File: src/sv/lkvc_pkg.sv
// Shared types and constants for the LRU key-value cache.
// Used by lkvc_lookup, lkvc_store and lru_key_value_cache_top; no dependencies.
`default_nettype none

package lkvc_pkg;

  // Storage depth and derived widths
  localparam int MAX_ENTRIES = 16;
  localparam int IDX_W       = (MAX_ENTRIES > 1) ? $clog2(MAX_ENTRIES) : 1;
  localparam int CNT_W       = $clog2(MAX_ENTRIES + 1);
  localparam int LIM_W       = IDX_W + 1;
  localparam int CAP_W       = 5;
  localparam int CMP_W       = (CNT_W > CAP_W) ? CNT_W : CAP_W;
  localparam int DATA_W      = 32;

  typedef logic [MAX_ENTRIES-1:0] entry_vec_t;
  typedef logic [IDX_W-1:0]       idx_t;
  typedef logic [CNT_W-1:0]       cnt_t;
  typedef logic [LIM_W-1:0]       lim_t;
  typedef logic [CAP_W-1:0]       cap_t;
  typedef logic [CMP_W-1:0]       cmp_t;
  typedef logic [DATA_W-1:0]      data_t;

  typedef enum logic {
    OP_GET = 1'b0,
    OP_PUT = 1'b1
  } op_t;

  // Value returned by a get that misses
  localparam data_t MISS_VALUE = {DATA_W{1'b1}};
  // Capacity register after reset
  localparam cap_t  CAP_RESET  = cap_t'(16);

  // Result of the parallel tag and rank compare
  typedef struct packed {
    logic hit;
    idx_t hit_idx;
    logic free_found;
    idx_t free_idx;
    idx_t lru_idx;
  } lookup_t;

endpackage

`default_nettype wire

File: src/sv/lru_key_value_cache_top.sv
// Top level of the LRU key-value cache: request register, entry store and
// result register. Depends on lkvc_pkg and lkvc_store.
//
//   channel   signals                              direction
//   request   start, busy, op, lookup_key,         in (busy out)
//             write_value
//   result    done, hit, read_value                out
//   config    cfg_valid, cfg_ready, cfg_data       in (cfg_ready out)
//
// A request is taken on any edge with start high; busy stays low, so one
// request per cycle is sustained. Its result shows with done high for one
// cycle, after passing through the request register, where all
// entries are compared and updated at once, and then the result register.
// Synchronous reset empties the store and sets the capacity to 16.
// The receiver cannot stall results; cfg_ready is always high.
`default_nettype none

module lru_key_value_cache_top (
  input  logic                         clk,
  input  logic                         rst,
  input  logic                         start,
  output logic                         busy,
  input  logic                         op,
  input  logic signed [31:0]           lookup_key,
  input  logic signed [31:0]           write_value,
  output logic                         done,
  output logic                         hit,
  output logic signed [31:0]           read_value,
  input  logic                         cfg_valid,
  output logic                         cfg_ready,
  input  logic [lkvc_pkg::CAP_W-1:0]   cfg_data
);

  logic            in_valid;
  lkvc_pkg::op_t   in_op;
  lkvc_pkg::data_t in_key;
  lkvc_pkg::data_t in_value;
  lkvc_pkg::cap_t  capacity;
  logic            st_hit;
  lkvc_pkg::data_t st_value;
  lkvc_pkg::data_t result_value;

  assign busy      = 1'b0;
  assign cfg_ready = 1'b1;

  // Capacity register
  always_ff @(posedge clk) begin
    if (rst) begin
      capacity <= lkvc_pkg::CAP_RESET;
    end else if (cfg_valid && cfg_ready) begin
      capacity <= cfg_data;
    end
  end

  // Request register
  always_ff @(posedge clk) begin
    if (rst) begin
      in_valid <= 1'b0;
    end else begin
      in_valid <= start && !busy;
    end
  end

  always_ff @(posedge clk) begin
    if (start && !busy) begin
      in_op    <= lkvc_pkg::op_t'(op);
      in_key   <= lookup_key;
      in_value <= write_value;
    end
  end

  lkvc_store u_store (
    .clk       (clk),
    .rst       (rst),
    .go        (in_valid),
    .op        (in_op),
    .key       (in_key),
    .value     (in_value),
    .cap       (capacity),
    .hit       (st_hit),
    .hit_value (st_value)
  );

  // Form the returned word: stored value, miss marker, or zero for a put
  always_comb begin
    if (in_op == lkvc_pkg::OP_PUT) begin
      result_value = '0;
    end else if (st_hit) begin
      result_value = st_value;
    end else begin
      result_value = lkvc_pkg::MISS_VALUE;
    end
  end

  // Result register
  always_ff @(posedge clk) begin
    if (rst) begin
      done <= 1'b0;
    end else begin
      done <= in_valid;
    end
  end

  always_ff @(posedge clk) begin
    if (in_valid) begin
      hit        <= st_hit;
      read_value <= result_value;
    end
  end

endmodule

`default_nettype wire

File: src/sv/lkvc_lookup.sv
// Parallel compare of the request key against every entry, plus free-slot
// and least-recent selection. Depends on lkvc_pkg.
`default_nettype none

module lkvc_lookup (
  input  lkvc_pkg::data_t      key,
  input  lkvc_pkg::entry_vec_t valid,
  input  lkvc_pkg::data_t      keys  [lkvc_pkg::MAX_ENTRIES],
  input  lkvc_pkg::idx_t       ranks [lkvc_pkg::MAX_ENTRIES],
  input  lkvc_pkg::cnt_t       count,
  output lkvc_pkg::lookup_t    res
);

  lkvc_pkg::cnt_t cnt_m1;
  lkvc_pkg::idx_t lru_rank;

  // The least recent valid entry holds rank count-1 (ranks stay a permutation)
  assign cnt_m1   = count - lkvc_pkg::cnt_t'(1);
  assign lru_rank = cnt_m1[lkvc_pkg::IDX_W-1:0];

  // Priority-encode matches, free slots and the oldest entry; lowest index wins
  always_comb begin
    res = '0;
    for (int i = lkvc_pkg::MAX_ENTRIES - 1; i >= 0; i--) begin
      if (valid[i] && (keys[i] == key)) begin
        res.hit     = 1'b1;
        res.hit_idx = lkvc_pkg::idx_t'(i);
      end
      if (!valid[i]) begin
        res.free_found = 1'b1;
        res.free_idx   = lkvc_pkg::idx_t'(i);
      end
      if (valid[i] && (ranks[i] == lru_rank)) begin
        res.lru_idx = lkvc_pkg::idx_t'(i);
      end
    end
  end

endmodule

`default_nettype wire

File: src/sv/lkvc_store.sv
// Entry storage (valid, key, value, recency rank, count) and its update for
// one request per cycle. Depends on lkvc_pkg and lkvc_lookup.
`default_nettype none

module lkvc_store (
  input  logic            clk,
  input  logic            rst,
  input  logic            go,
  input  lkvc_pkg::op_t   op,
  input  lkvc_pkg::data_t key,
  input  lkvc_pkg::data_t value,
  input  lkvc_pkg::cap_t  cap,
  output logic            hit,
  output lkvc_pkg::data_t hit_value
);

  lkvc_pkg::entry_vec_t valid;
  lkvc_pkg::data_t      keys   [lkvc_pkg::MAX_ENTRIES];
  lkvc_pkg::data_t      values [lkvc_pkg::MAX_ENTRIES];
  lkvc_pkg::idx_t       ranks  [lkvc_pkg::MAX_ENTRIES];
  lkvc_pkg::cnt_t       count;

  lkvc_pkg::lookup_t    look;
  lkvc_pkg::cmp_t       cap_ext;
  lkvc_pkg::cmp_t       eff_cap;
  logic                 take_free;
  logic                 upd;
  logic                 ins;
  lkvc_pkg::idx_t       slot;
  lkvc_pkg::lim_t       limit;
  lkvc_pkg::cnt_t       count_next;

  lkvc_lookup u_lookup (
    .key   (key),
    .valid (valid),
    .keys  (keys),
    .ranks (ranks),
    .count (count),
    .res   (look)
  );

  assign hit       = look.hit;
  assign hit_value = values[look.hit_idx];

  // Clamp the capacity register to 1..MAX_ENTRIES
  assign cap_ext = lkvc_pkg::cmp_t'(cap);
  always_comb begin
    if (cap_ext == '0) begin
      eff_cap = lkvc_pkg::cmp_t'(1);
    end else if (cap_ext > lkvc_pkg::cmp_t'(lkvc_pkg::MAX_ENTRIES)) begin
      eff_cap = lkvc_pkg::cmp_t'(lkvc_pkg::MAX_ENTRIES);
    end else begin
      eff_cap = cap_ext;
    end
  end

  // Choose the slot touched by this request and the ageing limit
  always_comb begin
    ins        = go && (op == lkvc_pkg::OP_PUT) && !look.hit;
    upd        = go && (look.hit || (op == lkvc_pkg::OP_PUT));
    take_free  = (lkvc_pkg::cmp_t'(count) < eff_cap) && look.free_found;
    count_next = count;
    if (look.hit) begin
      slot  = look.hit_idx;
      limit = {1'b0, ranks[look.hit_idx]};
    end else if (take_free) begin
      slot  = look.free_idx;
      limit = lkvc_pkg::lim_t'(lkvc_pkg::MAX_ENTRIES);
      if (ins) begin
        count_next = count + lkvc_pkg::cnt_t'(1);
      end
    end else begin
      slot  = look.lru_idx;
      limit = {1'b0, ranks[look.lru_idx]};
      if (ins && (count == '0)) begin
        count_next = lkvc_pkg::cnt_t'(1);
      end
    end
  end

  // Control state: valid bits, ranks and count
  always_ff @(posedge clk) begin
    if (rst) begin
      valid <= '0;
      count <= '0;
      for (int i = 0; i < lkvc_pkg::MAX_ENTRIES; i++) begin
        ranks[i] <= '0;
      end
    end else begin
      count <= count_next;
      for (int i = 0; i < lkvc_pkg::MAX_ENTRIES; i++) begin
        if (upd && (slot == lkvc_pkg::idx_t'(i))) begin
          ranks[i] <= '0;
        end else if (upd && valid[i] && ({1'b0, ranks[i]} < limit)) begin
          ranks[i] <= ranks[i] + lkvc_pkg::idx_t'(1);
        end
        if (ins && (slot == lkvc_pkg::idx_t'(i))) begin
          valid[i] <= 1'b1;
        end
      end
    end
  end

  // Payload: key written on insert, value on any put
  always_ff @(posedge clk) begin
    for (int i = 0; i < lkvc_pkg::MAX_ENTRIES; i++) begin
      if (ins && (slot == lkvc_pkg::idx_t'(i))) begin
        keys[i] <= key;
      end
      if (go && (op == lkvc_pkg::OP_PUT) && (slot == lkvc_pkg::idx_t'(i))) begin
        values[i] <= value;
      end
    end
  end

endmodule

`default_nettype wire
File: config.mk
export PLATFORM = sky130hd
export DESIGN_NAME = lru_key_value_cache_top
export DESIGN_NICKNAME = d
export VERILOG_FILES = /design/src/sv/lkvc_pkg.sv /design/src/sv/lru_key_value_cache_top.sv /design/src/sv/lkvc_lookup.sv /design/src/sv/lkvc_store.sv
export SDC_FILE = /design/constraint.sdc
export NUM_CORES = 2
export LEC_CHECK = 0
export BUFFER_PORTS_ARGS = -buffer_cell sky130_fd_sc_hd__buf_2
export CAP_MARGIN = 20
export CORE_UTILIZATION = 60
export DETAILED_ROUTE_END_ITERATION = 12
export PLACE_DENSITY_LB_ADDON = 0.08
export SYNTH_ARGS = -nofsm -noshare
export SYNTH_HDL_FRONTEND = slang
export SYNTH_HIERARCHICAL = 1
export SYNTH_SLANG_ARGS = --single-unit
File: constraint.sdc
create_clock -name clk -period 9.6 [get_ports clk]
set_input_delay 0.96 -clock clk [delete_from_list [all_inputs] [get_ports clk]]
set_output_delay 0.96 -clock clk [all_outputs]
set_load 0.05 [all_outputs]
==> impl_metrics.yaml <==
drt:
  detail_route.wl_per_cell_um: 29.6
  avgViaCountPerCell: 6.54
  routed_wirelength_um: 136000
  dr_total_vias: 30000
  final_antenna_net_count: 0
  drtIter0Drc: 3272
  detailedRoute.firstPassIterationCount: 8
  drc_errors: 0
floorplan:
  design.portCount: 110
  floorplan.initialDensity_pct: 61.0
  die_area_um2: 88400
  floorplan.die.height_um: 297
  core_um2: 85800
  placement_rows: 107
  floorplan.die.width_um: 297
finish:
  final_area_um2: 58500
  layout-area-overhead-vs-synth_pct: 11.8
  multi_input_gate_area_in_the_final_layout_um2: 15800
  layout_commonest_cell: "edfxtp_1"
  layout.cells.most_common_list: "1122 x edfxtp_1, 460 x xnor2_1, 194 x mux4_2, 133 x nand4_1, 131 x buf_4"
  final_net_count: 3471
  nFillCells: 5613
  share_of_final_layout_standard_cells_stronger_than_drive_strength_1_pct: 20.0
  seq_area_um2: 35500
critical_path:
  data_arrival_at_the_endpoint_of_the_critical_path_ns: 8.58
  required_ns: 10.17
  critical_path.endpoint_type: "flip-flop"
  reg2reg_to: "u_store/ranks[50]"
  worst-setup-path-type: "reg2reg"
  worstSetupStartpointType: "flip-flop"
  worst-r2r-setup-slack_ns: 1.59
  crit-reg2reg-launch: "in_key[1]"
  worstSetupStartpoint: "in_key[1]"
  critical_path.max_fanout: 18
  r2r_cells: 19
  crit_path_end: "u_store/ranks[50]"
power:
  power_per_cell_area_nw_per_um2: 192
  static_leakage_nw: 18.6
  total_power_mw: 11.3
  ir_drop_mv: 0.187
sta:
  setup_tns_ns: 0
  grt_setup_unrepaired: "no"
  min_period_over_period_pct: 83.5
  max_clock_freq_ghz: 0.125
  maximum_clock_skew_at_final_layout_ns: 0.0569
  timing.final.hold_violations: 0
  timing_max_transition_violations_final: 0
  worstMarginPinSlew_ns: 1.09
  report.final.setup_viol: 0
  worst_slew_margin_rel_pct: 27.1
  final.min_clock_period_ns: 8.01
run:
  max-cap-violations: 0
logic_synthesis:
  ys_seq_elements: 1214
  syn-mean-instance-area_um2: 16.7
  yosysWarnings: 6
  yosys.cell_types.count: 72
  synth_edf_count: 1122
  synth_net_count: 3272
  synth_seq_area_share_pct: 67.9
  netlist_area_um2: 52300
  synth-main-ff-cell: "edfxtp_1"
  synth_async_sr_flop_share_pct: 0
  postSynthCellCount: 3143
cts:
  cts_max_level: 3
  clk_transition_reported_paths_ns: 0.06
  tritoncts_clock_tree: "yes"
  cts-buffers-inserted: 117
  cts.repair.resized: 0
  number_of_buffers_inserted_for_hold_repair_after_clock_tree_synthesis: 0
  clkLatencyLatePin_ns: 0.73
  clockBufferDepth: 3
  cts_root_buffer: "clkbuf_16"
  sinks_on_clock_net: 1214
  post_cts_buffers: 0
grt:
  track_usage_pct: 31.0
  grt_pass1_vias: 29600
  initial_antenna_violation_count: 4
  grt_first_pass_wirelength_um: 200000
  globalRoute.totalOverflow: 0
  grt_start_max_net_pins: 77
place:
  place.port_buffers: 107
  placedInstanceArea_um2: 54600
  place.detailed.hpwl_um: 84000
  place.gp.congestion: 0.936
status:
  status: "complete, no violations"
worst_hold_path:
  holdCritPathClass: "in2reg"
critical path: stages, from the launching register on:
cell	delay, ns
edfxtp_1	0.78
buf_4	0.40
xnor2_1	0.28
nand4_1	0.16
nor4_1	0.59
nand3_1	0.40
a21boi_1	0.26
o21ai_1	0.21
a21oi_1	0.15
o21ai_4	0.63
mux4_2	0.62
mux4_2	0.50
a22oi_1	0.57
buf_4	0.34
ha_1	0.28
nand2_1	0.08
nand4b_1	0.13
a2111oi_0	0.85
o21ai_0	0.27
mux2_2	0.31
cell type report:
type	instances	share of cell area, %
Sequential cell	1214	60.7
Clock inverter	68	1.34
Inverter	64	0.410
Timing Repair Buffer	244	2.81
Antenna cell	2	0.00855
Multi-Input combinational cell	1701	27.0
Tap cell	1144	2.45
Clock buffer	147	5.25
stage by stage:
step	worst slack, ns	instances	util (%)	hold WS [ns]
floorplan	2.53	3143	-	0.484
global placement	2.05	4362	63.6	0.531
detailed placement	1.81	4363	63.6	0.539
CTS	1.73	4578	68.1	0.360
global route	1.23	4582	68.2	0.374
finish	1.59	4584	68.2	0.409
sequential cells by signal (all words and copies together) (netlist names):
signal	cells
u_store/keys	512
u_store/values	512
u_store/ranks	64
in_key	32
in_value	32
read_value	32
u_store/valid	16
capacity	5
u_store/count	5
done	1
hit	1
in_op	1
in_valid	1
synthesized netlist by cell type (14+ instances only):
| cell | instances | share of area (%) |
|---|---|---|
| a2111oi_0 | 17 | 0.28 |
| a211oi_1 | 17 | 0.24 |
| a21oi_1 | 71 | 0.68 |
| a22o_1 | 16 | 0.27 |
| a22oi_1 | 19 | 0.27 |
| a311oi_1 | 22 | 0.37 |
| and4b_1 | 16 | 0.31 |
| buf_2 | 49 | 0.47 |
| buf_4 | 15 | 0.22 |
| buf_6 | 29 | 0.62 |
| clkbuf_1 | 62 | 0.44 |
| dfxtp_1 | 92 | 3.5 |
| edfxtp_1 | 1122 | 64 |
| ha_1 | 55 | 1.3 |
| inv_1 | 64 | 0.46 |
| mux2_2 | 14 | 0.30 |
| mux4_2 | 194 | 8.3 |
| nand2_1 | 67 | 0.48 |
| nand3_1 | 43 | 0.41 |
| nand3b_1 | 18 | 0.26 |
| nand4_1 | 133 | 1.6 |
| nand4b_1 | 15 | 0.25 |
| nor2_1 | 111 | 0.80 |
| nor3_1 | 42 | 0.40 |
| nor4_1 | 38 | 0.45 |
| o21ai_0 | 45 | 0.43 |
| o31ai_1 | 16 | 0.23 |
| xnor2_1 | 460 | 7.7 |
| xor2_1 | 130 | 2.2 |
routing by layer:
layer | part of all wire [%] | GRT usage (%) | wire (um)
met5 | 0.0096 | 0 | 13
met4 | 2.4 | 8.36 | 3290
met3 | 9.0 | 5.77 | 12300
met2 | 46 | 46.6 | 62100
met1 | 43 | 46.9 | 57900
cell families after synthesis:
| kind of cell | synth area share (%) |
|---|---|
| flops | 67.9 |
| xor+xnor | 10.1 |
| simple gates | 5.72 |
| compound gates | 3.83 |
| buf+inv | 2.33 |
| mux | 8.84 |
| fa+ha+maj | 1.31 |
| other cells | 0.0143 |
how the worst min path moves through the flow:
| stage | from | endpoint | slack (ns) | cells after the start |
|---|---|---|---|---|
| after floorplan | capacity[3] | capacity[3] | 0.48 | 2 |
| after detailed placement | capacity[1] | capacity[1] | 0.54 | 2 |
| after CTS | write_value[9] | in_value[9] | 0.36 | 1 |
| after global routing | lookup_key[28] | in_key[28] | 0.37 | 1 |
| final | write_value[10] | in_value[10] | 0.41 | 1 |
| after global placement | capacity[1] | capacity[1] | 0.53 | 2 |
where the power goes:
group	switching, mW	leakage, nW	internal (mW)
Clock	1.97	1.87	2.67
Sequential	0.106	10.9	5.88
Combinational	0.420	5.79	0.207
Total	2.50	18.6	8.76
(Power assumes the default switching activity.)
